### config.mk
export PLATFORM = sky130hd
export DESIGN_NAME = positional_list_store_core
export DESIGN_NICKNAME = d
export VERILOG_FILES = /design/src/pls_pkg.sv /design/src/pls_cell.sv /design/src/positional_list_store_core.sv
export SDC_FILE = /design/constraint.sdc
export NUM_CORES = 2
export LEC_CHECK = 0
export BUFFER_PORTS_ARGS = -buffer_cell sky130_fd_sc_hd__buf_2
export CAP_MARGIN = 0
export CORE_ASPECT_RATIO = 1.25
export CORE_MARGIN = 2
export CORE_UTILIZATION = 45
export DETAILED_ROUTE_END_ITERATION = 12
export PLACE_DENSITY = 0.63
export SYNTH_ARGS = -nofsm -noshare
export SYNTH_HDL_FRONTEND = slang
export SYNTH_SLANG_ARGS = --single-unit
### constraint.sdc
create_clock -name clk_i -period 6.8 [get_ports clk_i]
set_clock_uncertainty 0.05 [all_clocks]
set_input_delay 0.68 -clock clk_i [delete_from_list [all_inputs] [get_ports clk_i]]
set_output_delay 0.68 -clock clk_i [all_outputs]
set_load 0.05 [all_outputs]
### src/pls_pkg.sv
// ----------------------------------------------------------------------------
// pls_pkg
// Shared types and constants of the positional list store: item payloads,
// operation and status codes, and the control word that drives the cell chain.
// ----------------------------------------------------------------------------
package pls_pkg;

  localparam int unsigned DEPTH  = 16;
  localparam int unsigned DATA_W = 32;
  localparam int unsigned IDX_W  = $clog2(DEPTH);
  localparam int unsigned CNT_W  = 5;
  localparam int unsigned FUNC_W = 3;
  localparam int unsigned STAT_W = 2;

  localparam logic [DATA_W-1:0] INIT_VALUE = DATA_W'(10);
  localparam logic [CNT_W-1:0]  INIT_FILL  = CNT_W'(1);
  localparam logic [CNT_W-1:0]  FULL_FILL  = CNT_W'(DEPTH);

  localparam logic [FUNC_W-1:0] FUNC_INS_FRONT = 3'd0;
  localparam logic [FUNC_W-1:0] FUNC_INS_BACK  = 3'd1;
  localparam logic [FUNC_W-1:0] FUNC_INS_AT    = 3'd2;
  localparam logic [FUNC_W-1:0] FUNC_DEL_FRONT = 3'd3;
  localparam logic [FUNC_W-1:0] FUNC_DEL_BACK  = 3'd4;
  localparam logic [FUNC_W-1:0] FUNC_DEL_AT    = 3'd5;
  localparam logic [FUNC_W-1:0] FUNC_UPDATE    = 3'd6;
  localparam logic [FUNC_W-1:0] FUNC_TRAVERSE  = 3'd7;

  localparam logic [STAT_W-1:0] STAT_OK    = 2'd0;
  localparam logic [STAT_W-1:0] STAT_FULL  = 2'd1;
  localparam logic [STAT_W-1:0] STAT_EMPTY = 2'd2;
  localparam logic [STAT_W-1:0] STAT_RANGE = 2'd3;

  typedef struct packed {
    logic [FUNC_W-1:0]        func;
    logic signed [DATA_W-1:0] value;
    logic [CNT_W-1:0]         position;
  } in_item_t;

  typedef struct packed {
    logic [STAT_W-1:0]        status;
    logic                     found;
    logic signed [DATA_W-1:0] element;
    logic                     last;
    logic [CNT_W-1:0]         length;
  } out_item_t;

  typedef enum logic [1:0] {
    CELL_HOLD,
    CELL_INS,
    CELL_DEL,
    CELL_ROT
  } cell_op_e;

  typedef struct packed {
    cell_op_e          op;
    logic [CNT_W-1:0]  idx;
    logic [CNT_W-1:0]  last_idx;
    logic [DATA_W-1:0] ins_value;
    logic [DATA_W-1:0] wrap_value;
  } cell_ctl_t;

endpackage

### src/pls_cell.sv
// ----------------------------------------------------------------------------
// pls_cell
// One list slot. Holds, opens a gap, closes a gap or rotates toward the head,
// taking data from its left or right neighbor as the control word says.
// ----------------------------------------------------------------------------
module pls_cell
  import pls_pkg::*;
(
  input  logic              clk_i,
  input  logic              rst_ni,
  input  cell_ctl_t         ctl_i,
  input  logic [IDX_W-1:0]  index_i,
  input  logic [DATA_W-1:0] left_i,
  input  logic [DATA_W-1:0] right_i,
  output logic [DATA_W-1:0] data_o
);

  logic [DATA_W-1:0] data_q, data_d;
  logic [CNT_W-1:0]  pos;

  assign pos = CNT_W'(index_i);

  always_comb begin
    data_d = data_q;
    unique case (ctl_i.op)
      CELL_INS: begin
        if (pos == ctl_i.idx) begin
          data_d = ctl_i.ins_value;
        end else if (pos > ctl_i.idx) begin
          data_d = left_i;
        end
      end
      CELL_DEL: begin
        if (pos >= ctl_i.idx) begin
          data_d = right_i;
        end
      end
      CELL_ROT: begin
        if (pos == ctl_i.last_idx) begin
          data_d = ctl_i.wrap_value;
        end else if (pos < ctl_i.last_idx) begin
          data_d = right_i;
        end
      end
      default: data_d = data_q;
    endcase
  end

  always_ff @(posedge clk_i or negedge rst_ni) begin
    if (!rst_ni) begin
      data_q <= INIT_VALUE;
    end else begin
      data_q <= data_d;
    end
  end

  assign data_o = data_q;

endmodule

### src/positional_list_store_core.sv
// ----------------------------------------------------------------------------
// positional_list_store_core
// Ordered list of up to DEPTH signed 32-bit values held in a chain of cells.
// ----------------------------------------------------------------------------
// On an insert or delete every cell shifts or holds at once, and
// the single result item is registered at the output. Update and traverse hold
// the input through the accepting cycle and then through one rotation step
// per element. Each step moves the list through cell 0, where one compare and
// add sees each element in order, and the last step leaves the list back in
// place. Traverse gives one item per element, update gives one item at the end.
// A new item is taken on the cycle after an insert or delete, and on the cycle
// after the last rotation step. A result item held at the output by a stall
// blocks both the input and the next rotation step until it is taken. After
// reset the list holds the single value 10.
// ----------------------------------------------------------------------------
module positional_list_store_core
  import pls_pkg::*;
(
  input  logic      clk_i,
  input  logic      rst_ni,
  input  logic      in_valid_i,
  output logic      in_stall_o,
  input  in_item_t  in_item_i,
  output logic      out_valid_o,
  input  logic      out_stall_i,
  output out_item_t out_item_o
);

  localparam logic ST_IDLE = 1'b0;
  localparam logic ST_ROT  = 1'b1;

  logic              state_q, state_d;
  logic [CNT_W-1:0]  fill_q, fill_d;
  logic [CNT_W-1:0]  rot_cnt_q, rot_cnt_d;
  logic [CNT_W-1:0]  add_q, add_d;
  logic              found_q, found_d;
  logic              is_upd_q, is_upd_d;
  logic [DATA_W-1:0] match_q, match_d;
  logic              out_valid_q, out_valid_d;
  out_item_t         out_item_q, out_item_d;

  logic [DATA_W-1:0] cell_data [DEPTH];
  cell_ctl_t         ctl;

  logic              slot_free;
  logic              in_fire;
  logic              step;
  logic              last_step;
  logic              head_match;
  logic              go_rot;
  logic [STAT_W-1:0] status;
  logic [CNT_W:0]    pos_ext;
  logic [CNT_W:0]    fill_ext;

  assign slot_free  = !out_valid_q || !out_stall_i;
  assign in_stall_o = (state_q != ST_IDLE) || !slot_free;
  assign in_fire    = in_valid_i && !in_stall_o;
  assign step       = (state_q == ST_ROT) && slot_free;
  assign last_step  = (rot_cnt_q == fill_q - CNT_W'(1));
  assign head_match = is_upd_q && (cell_data[0] == match_q);
  assign pos_ext    = (CNT_W+1)'(in_item_i.position);
  assign fill_ext   = (CNT_W+1)'(fill_q);

  always_comb begin
    ctl            = '0;
    ctl.op         = CELL_HOLD;
    ctl.ins_value  = DATA_W'(in_item_i.value);
    ctl.last_idx   = fill_q - CNT_W'(1);
    ctl.wrap_value = head_match ? cell_data[0] + DATA_W'(add_q) : cell_data[0];
    status         = STAT_OK;
    go_rot         = 1'b0;
    fill_d         = fill_q;
    state_d        = state_q;
    rot_cnt_d      = rot_cnt_q;
    add_d          = add_q;
    found_d        = found_q;
    is_upd_d       = is_upd_q;
    match_d        = match_q;
    out_item_d     = out_item_q;
    out_valid_d    = out_valid_q && out_stall_i;

    if (in_fire) begin
      unique case (in_item_i.func)
        FUNC_INS_FRONT, FUNC_INS_BACK, FUNC_INS_AT: begin
          if (fill_q >= FULL_FILL) begin
            status = STAT_FULL;
          end else if (in_item_i.func == FUNC_INS_AT &&
                       (pos_ext == '0 || pos_ext > fill_ext + (CNT_W+1)'(1))) begin
            status = STAT_RANGE;
          end else begin
            ctl.op = CELL_INS;
            if (in_item_i.func == FUNC_INS_FRONT) begin
              ctl.idx = '0;
            end else if (in_item_i.func == FUNC_INS_BACK) begin
              ctl.idx = fill_q;
            end else begin
              ctl.idx = in_item_i.position - CNT_W'(1);
            end
            fill_d = fill_q + CNT_W'(1);
          end
        end
        FUNC_DEL_FRONT, FUNC_DEL_BACK: begin
          if (fill_q <= CNT_W'(1)) begin
            status = STAT_EMPTY;
          end else begin
            if (in_item_i.func == FUNC_DEL_FRONT) begin
              ctl.op  = CELL_DEL;
              ctl.idx = '0;
            end
            fill_d = fill_q - CNT_W'(1);
          end
        end
        FUNC_DEL_AT: begin
          if (pos_ext < (CNT_W+1)'(2) || pos_ext > fill_ext) begin
            status = STAT_RANGE;
          end else begin
            ctl.op  = CELL_DEL;
            ctl.idx = in_item_i.position - CNT_W'(1);
            fill_d  = fill_q - CNT_W'(1);
          end
        end
        default: begin
          go_rot    = 1'b1;
          state_d   = ST_ROT;
          rot_cnt_d = '0;
          add_d     = CNT_W'(1);
          found_d   = 1'b0;
          is_upd_d  = (in_item_i.func == FUNC_UPDATE);
          match_d   = DATA_W'(in_item_i.value);
        end
      endcase
      if (!go_rot) begin
        out_valid_d        = 1'b1;
        out_item_d.status  = status;
        out_item_d.found   = 1'b0;
        out_item_d.element = '0;
        out_item_d.last    = 1'b1;
        out_item_d.length  = fill_d;
      end
    end else if (step) begin
      ctl.op    = CELL_ROT;
      rot_cnt_d = rot_cnt_q + CNT_W'(1);
      if (head_match) begin
        add_d   = add_q + CNT_W'(1);
        found_d = 1'b1;
      end
      if (last_step) begin
        state_d = ST_IDLE;
      end
      if (!is_upd_q || last_step) begin
        out_valid_d        = 1'b1;
        out_item_d.status  = STAT_OK;
        out_item_d.found   = is_upd_q && (found_q || head_match);
        out_item_d.element = is_upd_q ? '0 : $signed(cell_data[0]);
        out_item_d.last    = last_step;
        out_item_d.length  = fill_q;
      end
    end
  end

  for (genvar k = 0; k < DEPTH; k++) begin : g_cell
    logic [DATA_W-1:0] left_data;
    logic [DATA_W-1:0] right_data;
    if (k == 0) begin : g_head
      assign left_data = '0;
    end else begin : g_left
      assign left_data = cell_data[k-1];
    end
    if (k == DEPTH - 1) begin : g_tail
      assign right_data = '0;
    end else begin : g_right
      assign right_data = cell_data[k+1];
    end
    pls_cell u_cell (
      .clk_i   (clk_i),
      .rst_ni  (rst_ni),
      .ctl_i   (ctl),
      .index_i (IDX_W'(k)),
      .left_i  (left_data),
      .right_i (right_data),
      .data_o  (cell_data[k])
    );
  end

  always_ff @(posedge clk_i or negedge rst_ni) begin
    if (!rst_ni) begin
      state_q     <= ST_IDLE;
      fill_q      <= INIT_FILL;
      rot_cnt_q   <= '0;
      add_q       <= CNT_W'(1);
      found_q     <= 1'b0;
      is_upd_q    <= 1'b0;
      out_valid_q <= 1'b0;
    end else begin
      state_q     <= state_d;
      fill_q      <= fill_d;
      rot_cnt_q   <= rot_cnt_d;
      add_q       <= add_d;
      found_q     <= found_d;
      is_upd_q    <= is_upd_d;
      out_valid_q <= out_valid_d;
    end
  end

  always_ff @(posedge clk_i) begin
    match_q    <= match_d;
    out_item_q <= out_item_d;
  end

  assign out_valid_o = out_valid_q;
  assign out_item_o  = out_item_q;

  a_fill_range: assert property (@(posedge clk_i) disable iff (!rst_ni)
    fill_q >= CNT_W'(1) && fill_q <= FULL_FILL)
    else $error("fill count out of range");

  a_rot_bound: assert property (@(posedge clk_i) disable iff (!rst_ni)
    state_q == ST_ROT |-> rot_cnt_q < fill_q)
    else $error("rotation count passed the list length");

  a_single_result: assert property (@(posedge clk_i) disable iff (!rst_ni)
    in_fire && in_item_i.func != FUNC_UPDATE && in_item_i.func != FUNC_TRAVERSE
    |=> out_valid_q && out_item_q.last && state_q == ST_IDLE)
    else $error("single-result operation did not post its item");

  a_rot_start: assert property (@(posedge clk_i) disable iff (!rst_ni)
    in_fire && (in_item_i.func == FUNC_UPDATE || in_item_i.func == FUNC_TRAVERSE)
    |=> state_q == ST_ROT && rot_cnt_q == '0 && $stable(fill_q))
    else $error("rotation did not start cleanly");

endmodule

==> summary.txt <==
Placement
  – Half-perimeter wire length of the detailed placement result: 102000 um
  – Placed cell area: 39400 sq um
  – Worst setup timing slack at the placement stage: 1280 ps
  – Routability congestion estimate: 0.981
  – Total instance count after detailed placement: 5023
  – Buffers on Ports: 86

Synth
  – Post-synthesis sequential area ratio: 41.1%
  – Post-Synthesis Cell Area: 37700 sq um
  – Number of enable-type register cells in the synthesized netlist: 73
  – Prevailing post-synth register cell: dfrtp_1
  – Asr flop ratio synth: 87.9%
  – Mapped Avg Cell Area: 9.05 sq um
  – Post-Syn Instances: 4170
  – #FFs+latches synth: 604
  – Syn. warnings: 0
  – Syn Nets: 4238
  – Number of distinct library cells after synthesis: 82

Hold path
  – Number of cells on the worst hold path: 3
  – Start point of the worst min-delay path: out_stall_i
  – End point of the most critical hold path: out_valid_o
  – Type of the tightest min-delay check: input port to flip-flop

Cells and area
  – Share of cells above drive strength 1: 15.1%
  – Area delta synth->final: 10.6%
  – Post-layout instance area: 41700 sq um
  – Non-filler instance count after layout: 5153
  – Filler Cell Count: 7922
  – Utilization after layout: 50.3%
  – Final Net Count: 4086

Timing
  – Final hold slack: 306 ps
  – Portion of the clock cycle consumed by the worst path in the final layout: 84.6%
  – Summed negative setup slack over all endpoints: 0 ps
  – Setup repair after global routing missed its margin: false
  – Final setup violation count: 0
  – Max Slew Vio Count: 0
  – Worst setup slack after layout: 1050 ps
  – Worst rel slew slack: 7.78%
  – F_max: 174 MHz
  – Number of hold violations in the final report: 0
  – Period minus WS final: 5750 ps
  – Transition time at the pin with the least slew margin: 1380 ps

GRT
  – Wire length of the first global-routing pass: 242000 um
  – Maximum number of pins on one net before global-route repair: 137
  – Initial antenna violation count: 4
  – Global-route usage over all layers: 37.3%
  – Via count of the first global-routing pass: 36500
  – Total overflow reported by the global router: 0

Drt
  – Detailed-router iteration count before antenna repair: 8
  – Residual DRC count: 0
  – Number of antenna-violating nets in the routed design: 0
  – Routed wire length: 165000 um
  – Vias after detailed routing: 37600
  – Iteration-0 DRC Markers: 5214
  – Average routed wire per standard cell: 32.0 um
  – Routed via count divided by cell count: 7.30

Power and ir drop
  – Pleak: 16.5 nW
  – Switching share of power: 48.7%
  – Portion of total power attributed to sequential cells: 28.1%
  – P_sw: 12.7 mW
  – Internal cell power: 13.3 mW
  – Final total power: 26.0 mW
  – Combinational Power Share: 56.8%
  – Power density cells: 623 nW/um^2
  – Maximum VDD drop: 0.369 mV
  – Clock share of power: 15.1%

CTS
  – Max Root-Sink Buffers: 3
  – Clock latency reported for the late side of the worst-skew pair: 670 ps
  – Clock root cell: clkbuf_16
  – Sink Count: 604
  – Number of levels the H-tree was split into: 3
  – Clock input transition at the sequential cells of the worst setup and hold paths: 60 ps
  – CTS tree: done
  – Clock buffers created by TritonCTS: 72
  – Number of buffers inserted by post-CTS setup repair: 0

Floorplan
  – Placeable core region: 83000 sq um
  – Initial Utilization: 45.5%
  – Die span in x: 263 um
  – Count of pins on the block boundary: 87
  – Die H: 328 um
  – Standard-cell row count: 118
  – Total die area: 86200 sq um

Critical path
  – Worst EP required: 7260 ps
  – Terminus of the critical flop-to-flop path: g_cell[0].u_cell.data_o[23]
  – Endpoint class of the critical path: flip-flop
  – Source of the worst register-to-register timing path: fill_q[0]
  – Setup slack of the most critical reg-to-reg path: 1050 ps
  – Data arrival, critical path: 6210 ps
  – Largest fanout on the critical path: 18
  – Worst setup path startpoint: fill_q[0]
  – Kind of critical path: flip-flop to flip-flop
  – Cell depth of the worst flop-to-flop path: 14
  – Category of the worst setup path launch point: flip-flop

Job
  – Maximum capacitance violations: 0

Status
  – Run status: finished, final reports clean
-- repair_timing --
action / CTS / global route
hold endpoints to repair: 48 / 0
hold buffers: 1 / 0
endpoints found under the setup margin: 0 / 0
gates resized for setup: 0 / 0
-- cells in the mapped netlist, types with 13 or more instances --
library cell  instances  area, sq um
and2_1               43          269
mux2i_1              60          601
o211ai_1             42          315
inv_1                25         93.8
a21boi_0             40          300
o21ai_0             103          515
mux2_2              150         1690
a2bb2oi_1            33          289
nor4_1               13         81.3
a22o_1               77          674
a21o_1               20          150
nand2_1             463         1740
xnor2_1              39          342
o221ai_1             30          263
nor2_1              355         1330
ha_1                 23          288
buf_2                42          210
o32a_1              209         2090
a31oi_1             187         1170
dfstp_2              34          893
clkbuf_1            392         1470
a22oi_1             406         3050
xor2_1               44          385
or3_1                13         81.3
nand3_1              94          470
a211o_1              13          114
dfrtp_1             497        12400
a21oi_1             129          646
a221o_1              21          210
nor3_1               69          345
and3_1              246         1540
edfxtp_1             73         2190
-- registers in the layout, summed over array words and instances, names as in the netlist --
name                  cells
is_upd_q                  1
match_q                  32
out_item_o               41
found_q                   1
g_cell.u_cell.data_o    512
fill_q                    5
add_q                     5
out_valid_o               1
state_q                   1
rot_cnt_q                 5
-- kinds of logic after synthesis --
family	share of synthesized area (%)
AOI/OAI and AO/OA	27.9
buffers and inverters	5.11
xor gates and xnor gates	1.97
muxes	6.13
DFF	41.1
and+or+nand+nor	17.0
adders and majority gates	0.816
-- how the worst max path moves through the flow --
stage | to | cells after the start
after global routing | g_cell[0].u_cell.data_o[12] | 14
final | g_cell[0].u_cell.data_o[23] | 14
after global placement | g_cell[0].u_cell.data_o[18] | 14
after CTS | g_cell[0].u_cell.data_o[23] | 14
after detailed placement | g_cell[0].u_cell.data_o[23] | 14
after floorplan | out_item_o[0] | 12
-- worst max-delay path, cell delays in order, from the launching register on --
cell and delay [ps]:
dfstp_2 720, inv_1 210, ha_1 470, inv_1 130, ha_1 320, nor2b_1 120
o21ai_0 110, a32o_1 270, o21a_1 230, o21ai_0 440, nand2_1 780, o41ai_4 590
and2_1 610, buf_4 390, a31oi_1 130
-- area by class of cell --
class                           count  area (sq um)  area share [%]
Tap cell                         1080          1350            3.24
Clock buffer                      104          2050            4.92
Inverter                           26          97.6           0.234
Timing Repair Buffer              233          1650            3.95
Antenna cell                        1          2.50         0.00600
Clock inverter                     24           253           0.606
Multi-Input combinational cell   3081         20800            49.9
Sequential cell                   604         15500            37.2
-- layout by cell type, fill, tap and decap left out, types with 37 or more instances in the layout --
master | Yosys | routed
a22o_1 | 77 | 77
a31oi_1 | 187 | 185
and3_1 | 246 | 244
xnor2_1 | 39 | 37
nand2_1 | 463 | 461
and2_1 | 43 | 43
a22oi_1 | 406 | 406
a21boi_0 | 40 | 40
dfrtp_1 | 497 | 497
mux2_2 | 150 | 150
xor2_1 | 44 | 37
o211ai_1 | 42 | 42
buf_4 | 9 | 138
o32a_1 | 209 | 209
clkbuf_16 | 0 | 73
nor2_1 | 355 | 338
a21oi_1 | 129 | 126
nor3_1 | 69 | 62
o21ai_0 | 103 | 101
nand3_1 | 94 | 87
mux2i_1 | 60 | 60
buf_2 | 42 | 85
edfxtp_1 | 73 | 73
-- power by group through the flow --
stage	sequential, mW	clock (mW)	combinational (mW)
CTS	7.23	3.94	14.3
global route	7.46	4.08	15.6
floorplan	7.06	0	9.68
detailed placement	7.27	0	14.3
finish	7.29	3.93	14.8
global placement	7.25	0	14.1
-- metal layers --
layer,track usage [%],routed length [um]
met5,0,33
met4,25.6,12800
met3,8.06,17000
met2,58.7,74100
met1,45.9,61100
Note: power is estimated with default switching activity, not from simulation.
